===== src/design/ddw_pkg.sv =====
// ============================================================================
// ddw_pkg
// Shared constants, types and calendar tables for the date difference block.
// ============================================================================
`default_nettype none

package ddw_pkg;

   localparam int unsigned YEAR_W  = 14;
   localparam int unsigned MONTH_W = 4;
   localparam int unsigned DAY_W   = 5;
   localparam int unsigned DIFF_W  = 23;
   localparam int unsigned WDAY_W  = 3;
   localparam int unsigned COUNT_W = 22;   // days since 1900-01-01, max 2958463
   localparam int unsigned DOY_W   = 9;    // zero-based day of year, max 365
   localparam int unsigned YOFF_W  = 13;   // year - 1900
   localparam int unsigned LEAP_W  = 12;   // leap days since base
   localparam int unsigned CENT_W  = 8;    // year / 100

   localparam logic [YEAR_W-1:0] YEAR_BASE = 14'd1900;
   localparam logic [YEAR_W-1:0] YEAR_TOP  = 14'd9999;

   // year / 100 as (year * 5243) >> 19, exact for all 14-bit years
   localparam logic [12:0] DIV100_MUL   = 13'd5243;
   localparam int unsigned DIV100_SHIFT = 19;
   localparam int unsigned DIV100_PW    = YEAR_W + 13;

   // leap days counted up to year 1899
   localparam logic [LEAP_W-1:0] BASE_LEAPS = 12'd460;

   localparam logic [MONTH_W-1:0] MONTH_FEB = 4'd2;
   localparam logic [MONTH_W-1:0] MONTH_DEC = 4'd12;

   typedef struct packed {
      logic s1;
      logic s2;
      logic s3;
      logic s4;
      logic s5;
   } pipe_load_type;

   // days in a month of a common year, 0 for codes that are no month
   function automatic logic [DAY_W-1:0] month_len(input logic [MONTH_W-1:0] m);
      logic [DAY_W-1:0] len;
      case (m)
         4'd1, 4'd3, 4'd5, 4'd7, 4'd8, 4'd10, 4'd12: len = 5'd31;
         4'd4, 4'd6, 4'd9, 4'd11:                    len = 5'd30;
         4'd2:                                       len = 5'd28;
         default:                                    len = 5'd0;
      endcase
      return len;
   endfunction

   // days in the whole months before month m, common year
   function automatic logic [DOY_W-1:0] month_start(input logic [MONTH_W-1:0] m);
      logic [DOY_W-1:0] s;
      case (m)
         4'd2:    s = 9'd31;
         4'd3:    s = 9'd59;
         4'd4:    s = 9'd90;
         4'd5:    s = 9'd120;
         4'd6:    s = 9'd151;
         4'd7:    s = 9'd181;
         4'd8:    s = 9'd212;
         4'd9:    s = 9'd243;
         4'd10:   s = 9'd273;
         4'd11:   s = 9'd304;
         4'd12:   s = 9'd334;
         default: s = 9'd0;
      endcase
      return s;
   endfunction

   // sum of the octal digits; 8 == 1 mod 7, so the sum keeps the residue
   function automatic logic [5:0] octal_sum(input logic [COUNT_W-1:0] c);
      logic [23:0] w;
      logic [5:0]  acc;
      w   = {2'b00, c};
      acc = 6'd0;
      for (int i = 0; i < 8; i++) begin
         acc = acc + {3'b000, w[3*i +: 3]};
      end
      return acc;
   endfunction

   // residue mod 7 of a folded digit sum (at most 56)
   function automatic logic [WDAY_W-1:0] fold_mod7(input logic [5:0] s);
      logic [3:0] t;
      logic [3:0] r;
      t = {1'b0, s[5:3]} + {1'b0, s[2:0]};
      if (t >= 4'd14) begin
         r = t - 4'd14;
      end else if (t >= 4'd7) begin
         r = t - 4'd7;
      end else begin
         r = t;
      end
      return r[WDAY_W-1:0];
   endfunction

endpackage

`default_nettype wire


===== src/design/ddw_day_count.sv =====
// ============================================================================
// ddw_day_count
// Three-stage datapath: checks one date and forms its day count since
// 1900-01-01.
// ============================================================================
`default_nettype none

module ddw_day_count (
   input  wire logic                               clock,
   input  wire ddw_pkg::pipe_load_type             load,
   input  wire logic [ddw_pkg::YEAR_W-1:0]         year,
   input  wire logic [ddw_pkg::MONTH_W-1:0]        month,
   input  wire logic [ddw_pkg::DAY_W-1:0]          day,
   output logic [ddw_pkg::COUNT_W-1:0]             count,
   output logic                                    date_ok
);

   // stage 1: year / 100 by reciprocal, range check of the year
   logic [ddw_pkg::DIV100_PW-1:0] prod;
   logic [ddw_pkg::YEAR_W-1:0]    s1_year_ff;
   logic [ddw_pkg::MONTH_W-1:0]   s1_month_ff;
   logic [ddw_pkg::DAY_W-1:0]     s1_day_ff;
   logic [ddw_pkg::CENT_W-1:0]    s1_cent_ff, s1_cent_in;
   logic                          s1_yok_ff, s1_yok_in;

   assign prod       = {13'd0, year} * {{ddw_pkg::YEAR_W{1'b0}}, ddw_pkg::DIV100_MUL};
   assign s1_cent_in = prod[ddw_pkg::DIV100_SHIFT +: ddw_pkg::CENT_W];
   assign s1_yok_in  = (year >= ddw_pkg::YEAR_BASE) && (year <= ddw_pkg::YEAR_TOP);

   always_ff @(posedge clock) begin
      if (load.s1) begin
         s1_year_ff  <= year;
         s1_month_ff <= month;
         s1_day_ff   <= day;
         s1_cent_ff  <= s1_cent_in;
         s1_yok_ff   <= s1_yok_in;
      end
   end

   // stage 2: leap year, leap days so far, month check, day of year
   logic [ddw_pkg::YEAR_W-1:0] cent_x100;
   logic [ddw_pkg::YEAR_W-1:0] rem100;
   logic                       cent_year;
   logic                       leap;
   logic [ddw_pkg::CENT_W-1:0] prev_cent;
   logic [ddw_pkg::YEAR_W-1:0] prev_year;
   logic [ddw_pkg::LEAP_W-1:0] leaps_all;
   logic [ddw_pkg::DAY_W-1:0]  mlen;
   logic                       month_ok;
   logic                       late_leap;

   logic [ddw_pkg::YOFF_W-1:0] s2_yoff_ff, s2_yoff_in;
   logic [ddw_pkg::LEAP_W-1:0] s2_leaps_ff, s2_leaps_in;
   logic [ddw_pkg::DOY_W-1:0]  s2_doy_ff, s2_doy_in;
   logic                       s2_ok_ff, s2_ok_in;

   always_comb begin
      cent_x100 = ddw_pkg::YEAR_W'({6'd0, s1_cent_ff} * 14'd100);
      rem100    = s1_year_ff - cent_x100;
      cent_year = (rem100 == '0);
      // divisible by 400 on century years, by 4 otherwise
      leap      = cent_year ? (s1_cent_ff[1:0] == 2'b00) : (s1_year_ff[1:0] == 2'b00);
      // (year - 1) / 100 drops by one exactly on century years
      prev_cent = cent_year ? (s1_cent_ff - 8'd1) : s1_cent_ff;
      prev_year = s1_year_ff - 14'd1;
      leaps_all = prev_year[ddw_pkg::YEAR_W-1:2] - {4'd0, prev_cent}
                  + {6'd0, prev_cent[ddw_pkg::CENT_W-1:2]};
      s2_leaps_in = leaps_all - ddw_pkg::BASE_LEAPS;
      s2_yoff_in  = ddw_pkg::YOFF_W'(s1_year_ff - ddw_pkg::YEAR_BASE);

      mlen      = ddw_pkg::month_len(s1_month_ff)
                  + {4'd0, (s1_month_ff == ddw_pkg::MONTH_FEB) && leap};
      month_ok  = (s1_month_ff != '0) && (s1_month_ff <= ddw_pkg::MONTH_DEC);
      s2_ok_in  = s1_yok_ff && month_ok && (s1_day_ff != '0) && (s1_day_ff <= mlen);

      late_leap = leap && (s1_month_ff > ddw_pkg::MONTH_FEB);
      s2_doy_in = ddw_pkg::month_start(s1_month_ff) + {8'd0, late_leap}
                  + {4'd0, s1_day_ff} - 9'd1;
   end

   always_ff @(posedge clock) begin
      if (load.s2) begin
         s2_yoff_ff  <= s2_yoff_in;
         s2_leaps_ff <= s2_leaps_in;
         s2_doy_ff   <= s2_doy_in;
         s2_ok_ff    <= s2_ok_in;
      end
   end

   // stage 3: 365 * years + leap days + day of year
   logic [ddw_pkg::COUNT_W-1:0] s3_count_ff, s3_count_in;
   logic                        s3_ok_ff;

   assign s3_count_in = ddw_pkg::COUNT_W'({9'd0, s2_yoff_ff} * 22'd365)
                        + {10'd0, s2_leaps_ff} + {13'd0, s2_doy_ff};

   always_ff @(posedge clock) begin
      if (load.s3) begin
         s3_count_ff <= s3_count_in;
         s3_ok_ff    <= s2_ok_ff;
      end
   end

   assign count   = s3_count_ff;
   assign date_ok = s3_ok_ff;

endmodule

`default_nettype wire


===== src/design/ddw_result.sv =====
// ============================================================================
// ddw_result
// Two-stage tail: difference of the day counts, weekdays by mod-7 folding,
// error masking and the result register.
// ============================================================================
`default_nettype none

module ddw_result (
   input  wire logic                               clock,
   input  wire ddw_pkg::pipe_load_type             load,
   input  wire logic [ddw_pkg::COUNT_W-1:0]        first_count,
   input  wire logic                               first_ok,
   input  wire logic [ddw_pkg::COUNT_W-1:0]        second_count,
   input  wire logic                               second_ok,
   output logic signed [ddw_pkg::DIFF_W-1:0]       day_difference,
   output logic [ddw_pkg::WDAY_W-1:0]              first_weekday,
   output logic [ddw_pkg::WDAY_W-1:0]              second_weekday,
   output logic                                    date_error
);

   // stage 4: subtract, first digit fold
   logic [ddw_pkg::DIFF_W-1:0] s4_diff_ff, s4_diff_in;
   logic [5:0]                 s4_fsum_ff, s4_ssum_ff;
   logic                       s4_err_ff;

   assign s4_diff_in = {1'b0, second_count} - {1'b0, first_count};

   always_ff @(posedge clock) begin
      if (load.s4) begin
         s4_diff_ff <= s4_diff_in;
         s4_fsum_ff <= ddw_pkg::octal_sum(first_count);
         s4_ssum_ff <= ddw_pkg::octal_sum(second_count);
         s4_err_ff  <= !(first_ok && second_ok);
      end
   end

   // stage 5: final fold; difference and weekdays zero on a bad date
   logic signed [ddw_pkg::DIFF_W-1:0] s5_diff_ff, s5_diff_in;
   logic [ddw_pkg::WDAY_W-1:0]        s5_fwd_ff, s5_fwd_in;
   logic [ddw_pkg::WDAY_W-1:0]        s5_swd_ff, s5_swd_in;
   logic                              s5_err_ff;

   always_comb begin
      s5_diff_in = s4_err_ff ? '0 : $signed(s4_diff_ff);
      s5_fwd_in  = s4_err_ff ? '0 : ddw_pkg::fold_mod7(s4_fsum_ff) + 3'd1;
      s5_swd_in  = s4_err_ff ? '0 : ddw_pkg::fold_mod7(s4_ssum_ff) + 3'd1;
   end

   always_ff @(posedge clock) begin
      if (load.s5) begin
         s5_diff_ff <= s5_diff_in;
         s5_fwd_ff  <= s5_fwd_in;
         s5_swd_ff  <= s5_swd_in;
         s5_err_ff  <= s4_err_ff;
      end
   end

   assign day_difference = s5_diff_ff;
   assign first_weekday  = s5_fwd_ff;
   assign second_weekday = s5_swd_ff;
   assign date_error     = s5_err_ff;

endmodule

`default_nettype wire


===== src/design/date_difference_and_weekday.sv =====
// Requests pass through the register stages s1..s5 to the response.
// Throughput: one date pair per cycle unless the response stalls; five
// register stages, each advancing when it is empty or the next advances.
// Reset: synchronous, active high; clears the stage valid bits only, so the
// pipeline comes up empty. The datapath registers are not reset.
// ============================================================================
// date_difference_and_weekday
// Signed day difference between two Gregorian dates (1900..9999) and the
// weekday of each (1 = Monday .. 7 = Sunday), with an error flag for bad dates.
// ============================================================================
`default_nettype none

module date_difference_and_weekday (
   input  wire logic                               clock,
   input  wire logic                               reset,

   input  wire logic                               req_valid,
   output logic                                    req_stall,
   input  wire logic [ddw_pkg::YEAR_W-1:0]         req_first_year,
   input  wire logic [ddw_pkg::MONTH_W-1:0]        req_first_month,
   input  wire logic [ddw_pkg::DAY_W-1:0]          req_first_day,
   input  wire logic [ddw_pkg::YEAR_W-1:0]         req_second_year,
   input  wire logic [ddw_pkg::MONTH_W-1:0]        req_second_month,
   input  wire logic [ddw_pkg::DAY_W-1:0]          req_second_day,

   output logic                                    rsp_valid,
   input  wire logic                               rsp_stall,
   output logic signed [ddw_pkg::DIFF_W-1:0]       rsp_day_difference,
   output logic [ddw_pkg::WDAY_W-1:0]              rsp_first_weekday,
   output logic [ddw_pkg::WDAY_W-1:0]              rsp_second_weekday,
   output logic                                    rsp_date_error
);

   // Stage map
   //   s1: year / 100 by reciprocal multiply, year range check
   //   s2: leap year, leap days since 1900, month/day check, day of year
   //   s3: day count = 365 * (year - 1900) + leap days + day of year
   //   s4: difference of the counts, octal digit sums for mod 7
   //   s5: final mod-7 fold, zeroing on error; this is the response register
   // Weekday: 1900-01-01 was a Monday, so weekday = count mod 7 + 1.

   logic v1_ff, v2_ff, v3_ff, v4_ff, v5_ff;
   logic v1_in, v2_in, v3_in, v4_in, v5_in;
   logic rdy1, rdy2, rdy3, rdy4, rdy5;
   ddw_pkg::pipe_load_type load;

   // A stage takes new data when it is empty or its content moves on.
   // The last stage holds while a response is stalled.
   always_comb begin
      rdy5 = !v5_ff || !rsp_stall;
      rdy4 = !v4_ff || rdy5;
      rdy3 = !v3_ff || rdy4;
      rdy2 = !v2_ff || rdy3;
      rdy1 = !v1_ff || rdy2;

      load.s1 = rdy1;
      load.s2 = rdy2;
      load.s3 = rdy3;
      load.s4 = rdy4;
      load.s5 = rdy5;

      v1_in = rdy1 ? req_valid : v1_ff;
      v2_in = rdy2 ? v1_ff     : v2_ff;
      v3_in = rdy3 ? v2_ff     : v3_ff;
      v4_in = rdy4 ? v3_ff     : v4_ff;
      v5_in = rdy5 ? v4_ff     : v5_ff;
   end

   always_ff @(posedge clock) begin
      if (reset) begin
         v1_ff <= 1'b0;
         v2_ff <= 1'b0;
         v3_ff <= 1'b0;
         v4_ff <= 1'b0;
         v5_ff <= 1'b0;
      end else begin
         v1_ff <= v1_in;
         v2_ff <= v2_in;
         v3_ff <= v3_in;
         v4_ff <= v4_in;
         v5_ff <= v5_in;
      end
   end

   assign req_stall = !rdy1;
   assign rsp_valid = v5_ff;

   // one day-count datapath per date, stages s1..s3
   logic [ddw_pkg::COUNT_W-1:0] first_count, second_count;
   logic                        first_ok, second_ok;

   ddw_day_count u_first_count (
      .clock   (clock),
      .load    (load),
      .year    (req_first_year),
      .month   (req_first_month),
      .day     (req_first_day),
      .count   (first_count),
      .date_ok (first_ok)
   );

   ddw_day_count u_second_count (
      .clock   (clock),
      .load    (load),
      .year    (req_second_year),
      .month   (req_second_month),
      .day     (req_second_day),
      .count   (second_count),
      .date_ok (second_ok)
   );

   // stages s4..s5 and the response register
   ddw_result u_result (
      .clock          (clock),
      .load           (load),
      .first_count    (first_count),
      .first_ok       (first_ok),
      .second_count   (second_count),
      .second_ok      (second_ok),
      .day_difference (rsp_day_difference),
      .first_weekday  (rsp_first_weekday),
      .second_weekday (rsp_second_weekday),
      .date_error     (rsp_date_error)
   );

endmodule

`default_nettype wire


===== config.mk =====
export PLATFORM = sky130hd
export DESIGN_NAME = date_difference_and_weekday
export DESIGN_NICKNAME = d
export VERILOG_FILES = /design/src/design/ddw_pkg.sv /design/src/design/ddw_day_count.sv /design/src/design/ddw_result.sv /design/src/design/date_difference_and_weekday.sv
export SDC_FILE = /design/constraint.sdc
export NUM_CORES = 1
export LEC_CHECK = 0
export ABC_AREA = 1
export BUFFER_PORTS_ARGS = -buffer_cell sky130_fd_sc_hd__buf_2
export CORE_MARGIN = 2
export CORE_UTILIZATION = 59
export DETAILED_ROUTE_END_ITERATION = 6
export GPL_TIMING_DRIVEN = 0
export PLACE_DENSITY = 0.88
export SETUP_SLACK_MARGIN = 0.3
export SYNTH_ARGS = -nofsm -noshare
export SYNTH_HDL_FRONTEND = slang
export SYNTH_HIERARCHICAL = 1
export SYNTH_SLANG_ARGS = --single-unit

===== constraint.sdc =====
create_clock -name clock -period 11.5 [get_ports clock]
set_clock_uncertainty 0.1 [all_clocks]
set_input_delay 2.3 -clock clock [delete_from_list [all_inputs] [get_ports clock]]
set_output_delay 2.3 -clock clock [all_outputs]
set_load 0.005 [all_outputs]

==> flow_summary.yaml <==
setup_path:
  critPathRequiredTime_ns: 11.68
  worst-setup-path-type: "flop to flop"
  critPathBufInv: 4
  crit_family: "adder cells"
  reg2reg_depth: 35
  crit_top_cell: "nand2_1"
  worst_path_largest_cell_delay_ns: 0.54
  cp.arrival_ns: 7.41
  path_max_fanout: 7
  cp_slowest_cell: "fa_1"
  end_kind: "flop"
  cp-start-kind: "flop"
  worst-path-stages: 35
yosys:
  syn_inst: 3713
  synth-main-ff-cell: "edfxtp_1"
  syn_area_per_cell_um2: 8.92
  ys.warnings.count: 6
  synth.distinct_cells: 53
  synth_fp_nets: 4658
  synth_edf_count: 246
  syn_area_um2: 33100
  yosysSeqAreaShare_pct: 24.0
  synthArstFlopShare_pct: 0
  ys_ff_latch: 275
clock_network:
  path_clk_slew_ns: 0.06
  clk_latency_ns: 0.55
  postCtsHoldBufs: 0
  cts-resized-gates: 0
  cts_setup_buffers: 0
  root_buffer: "clkbuf_16"
  clk_path_buf_depth: 3
  htree_levels: 2
  cts_tree: "built"
  cts-buffers-inserted: 35
  clock-sinks: 275
drt:
  first_pass_iters: 6
  wl_per_cell_um: 15.4
  drc: 0
  antenna_left: 0
  viasPerCell: 5.37
  finalWirelength_mm: 71.1
  vias: 24700
  drt_iter0_drc: 1407
place:
  place_congestion: 0.938
  dpl.hpwl_mm: 58.4
  portBuffers: 81
grt:
  grt_pass1_vias: 25800
  grt-ovfl-total: 0
  antenna_found_initial: 0
  grt_max_degree: 59
  busiest_layer: "met2"
  grtUsageMet2_pct: 46.1
  grt_pass1_wl_mm: 119
  grtUsageTotal_pct: 25.5
  grtUsageMet3_pct: 2.85
  use_met1_pct: 30.4
timing:
  fmax_ghz: 0.138
  setup_viol: 0
  relSlewSlack_pct: 11.3
  hold_viol: 0
  maxSlewViolCount: 0
  rsz0062_at_grt: "no"
  fin_crit_sh_pct: 62.8
  period_minus_slack_ns: 7.23
  setup_tns_ns: 0
  worstMarginPinSlew_ns: 1.33
layout:
  final_common_cell: "inv_1"
  drive_gt1_share_pct: 6.32
  fin_nets: 4779
  fillers: 4255
  final_cell_mix: "inv_1, nand2_1, ha_1, fa_1, edfxtp_1"
  area_delta_synth_final_pct: 7.89
  num_antenna_cells: 0
hold_path:
  hp-class: "flop to flop"
  min_delay_path_depth: 0
flow_run:
  cap_violations: 0
floorplanning:
  rows: 86
  dieWidth_um: 241
  die_height_um: 241
  ios: 82
  dieArea_um2: 58100
  start_util_pct: 59.9
  core_um2: 55300
run_status:
  status: "finished clean"
path summary, 6_finish.rpt:
path / to / slack (ns) / startpoint
setup / recovery: u_first_count/s2_leaps_ff[9] / 4.27 / u_first_count/s1_cent_ff[3]
hold / removal: u_second_count/date_ok / 0.33 / u_second_count/s2_ok_ff
setup reg to reg: u_first_count/s2_leaps_ff[9] / 4.27 / u_first_count/s1_cent_ff[3]
hold reg to reg: u_second_count/date_ok / 0.33 / u_second_count/s2_ok_ff
synthesized netlist by cell type (4+ instances only):
| cell | count | area [um^2] |
|---|---|---|
| inv_2 | 8 | 30.0 |
| nand2_2 | 27 | 169 |
| a21o_1 | 15 | 113 |
| ha_1 | 602 | 7530 |
| or2_2 | 6 | 37.5 |
| nand3b_1 | 7 | 52.6 |
| o21ai_0 | 84 | 420 |
| a21boi_0 | 5 | 37.5 |
| o211ai_1 | 10 | 75.1 |
| o21ai_1 | 17 | 85.1 |
| nand3_2 | 8 | 80.1 |
| nor2_4 | 9 | 101 |
| inv_1 | 916 | 3440 |
| a31oi_1 | 11 | 68.8 |
| dfxtp_1 | 29 | 581 |
| fa_1 | 293 | 5870 |
| a21oi_2 | 4 | 35.0 |
| nor3_1 | 22 | 110 |
| nor3_2 | 5 | 50.1 |
| nand3_1 | 132 | 661 |
| o21bai_1 | 16 | 120 |
| o31ai_1 | 5 | 37.5 |
| edfxtp_1 | 246 | 7390 |
| nor2_2 | 18 | 113 |
| nor2_1 | 183 | 687 |
| a211oi_1 | 6 | 45.0 |
| nor4_1 | 10 | 62.6 |
| nand4_1 | 39 | 244 |
| a21oi_1 | 155 | 776 |
| o22ai_1 | 4 | 25.0 |
| xnor2_1 | 38 | 333 |
| nand2_1 | 617 | 2320 |
| xor2_1 | 129 | 1130 |
| clkbuf_1 | 4 | 15.0 |
through the flow:
step	area [um^2]	hold WS (ns)	std cells	util, %	worst slack [ns]
2_1_floorplan	33100	0.300	3713	-	4.75
5_1_grt	35800	0.333	4608	64.6	3.71
4_1_cts	35800	0.328	4608	64.6	4.30
3_5_place_dp	34600	0.314	4545	62.5	4.33
3_3_place_gp	34500	0.314	4542	62.3	3.81
6_report	35800	0.325	4608	64.6	4.27
cell type report:
cell class	instances	area (um^2)	share of cell area [%]
inverter	926	3480	9.72
clock buffer	44	941	2.63
timing repair buffer	84	480	1.34
sequential	275	7970	22.3
tap	748	936	2.62
clock inverter	19	234	0.654
multi-input combinational	2503	21700	60.6
buffer	9	52.6	0.147
sequential cells by signal, summed over array words and instances, names as in the netlist, 12 cells and up, named ones only:
name	count
u_result/day_difference	23
u_result/s4_diff_ff	23
u_first_count/count	22
u_second_count/count	22
u_first_count/s1_year_ff	14
u_second_count/s1_year_ff	14
u_first_count/s2_yoff_ff	13
u_second_count/s2_yoff_ff	13
u_first_count/s2_leaps_ff	12
u_second_count/s2_leaps_ff	12
logic make-up after synthesis:
| kind of cell | share of synthesized area [%] |
|---|---|
| DFF | 24.0 |
| xor gates and xnor gates | 4.46 |
| and+or+nand+nor | 14.5 |
| buffers and inverters | 10.6 |
| adders and majority gates | 40.4 |
| AOI/OAI and AO/OA | 5.91 |
per-layer routing:
layer	share of wire (%)	wire length [um]
met5	0	0
met2	50	35700
met1	41	29100
met3	4.3	3060
met4	4.6	3280
Power is not shown: default switching activity piles up to over one toggle a cycle in this logic, so the estimate is an artifact.
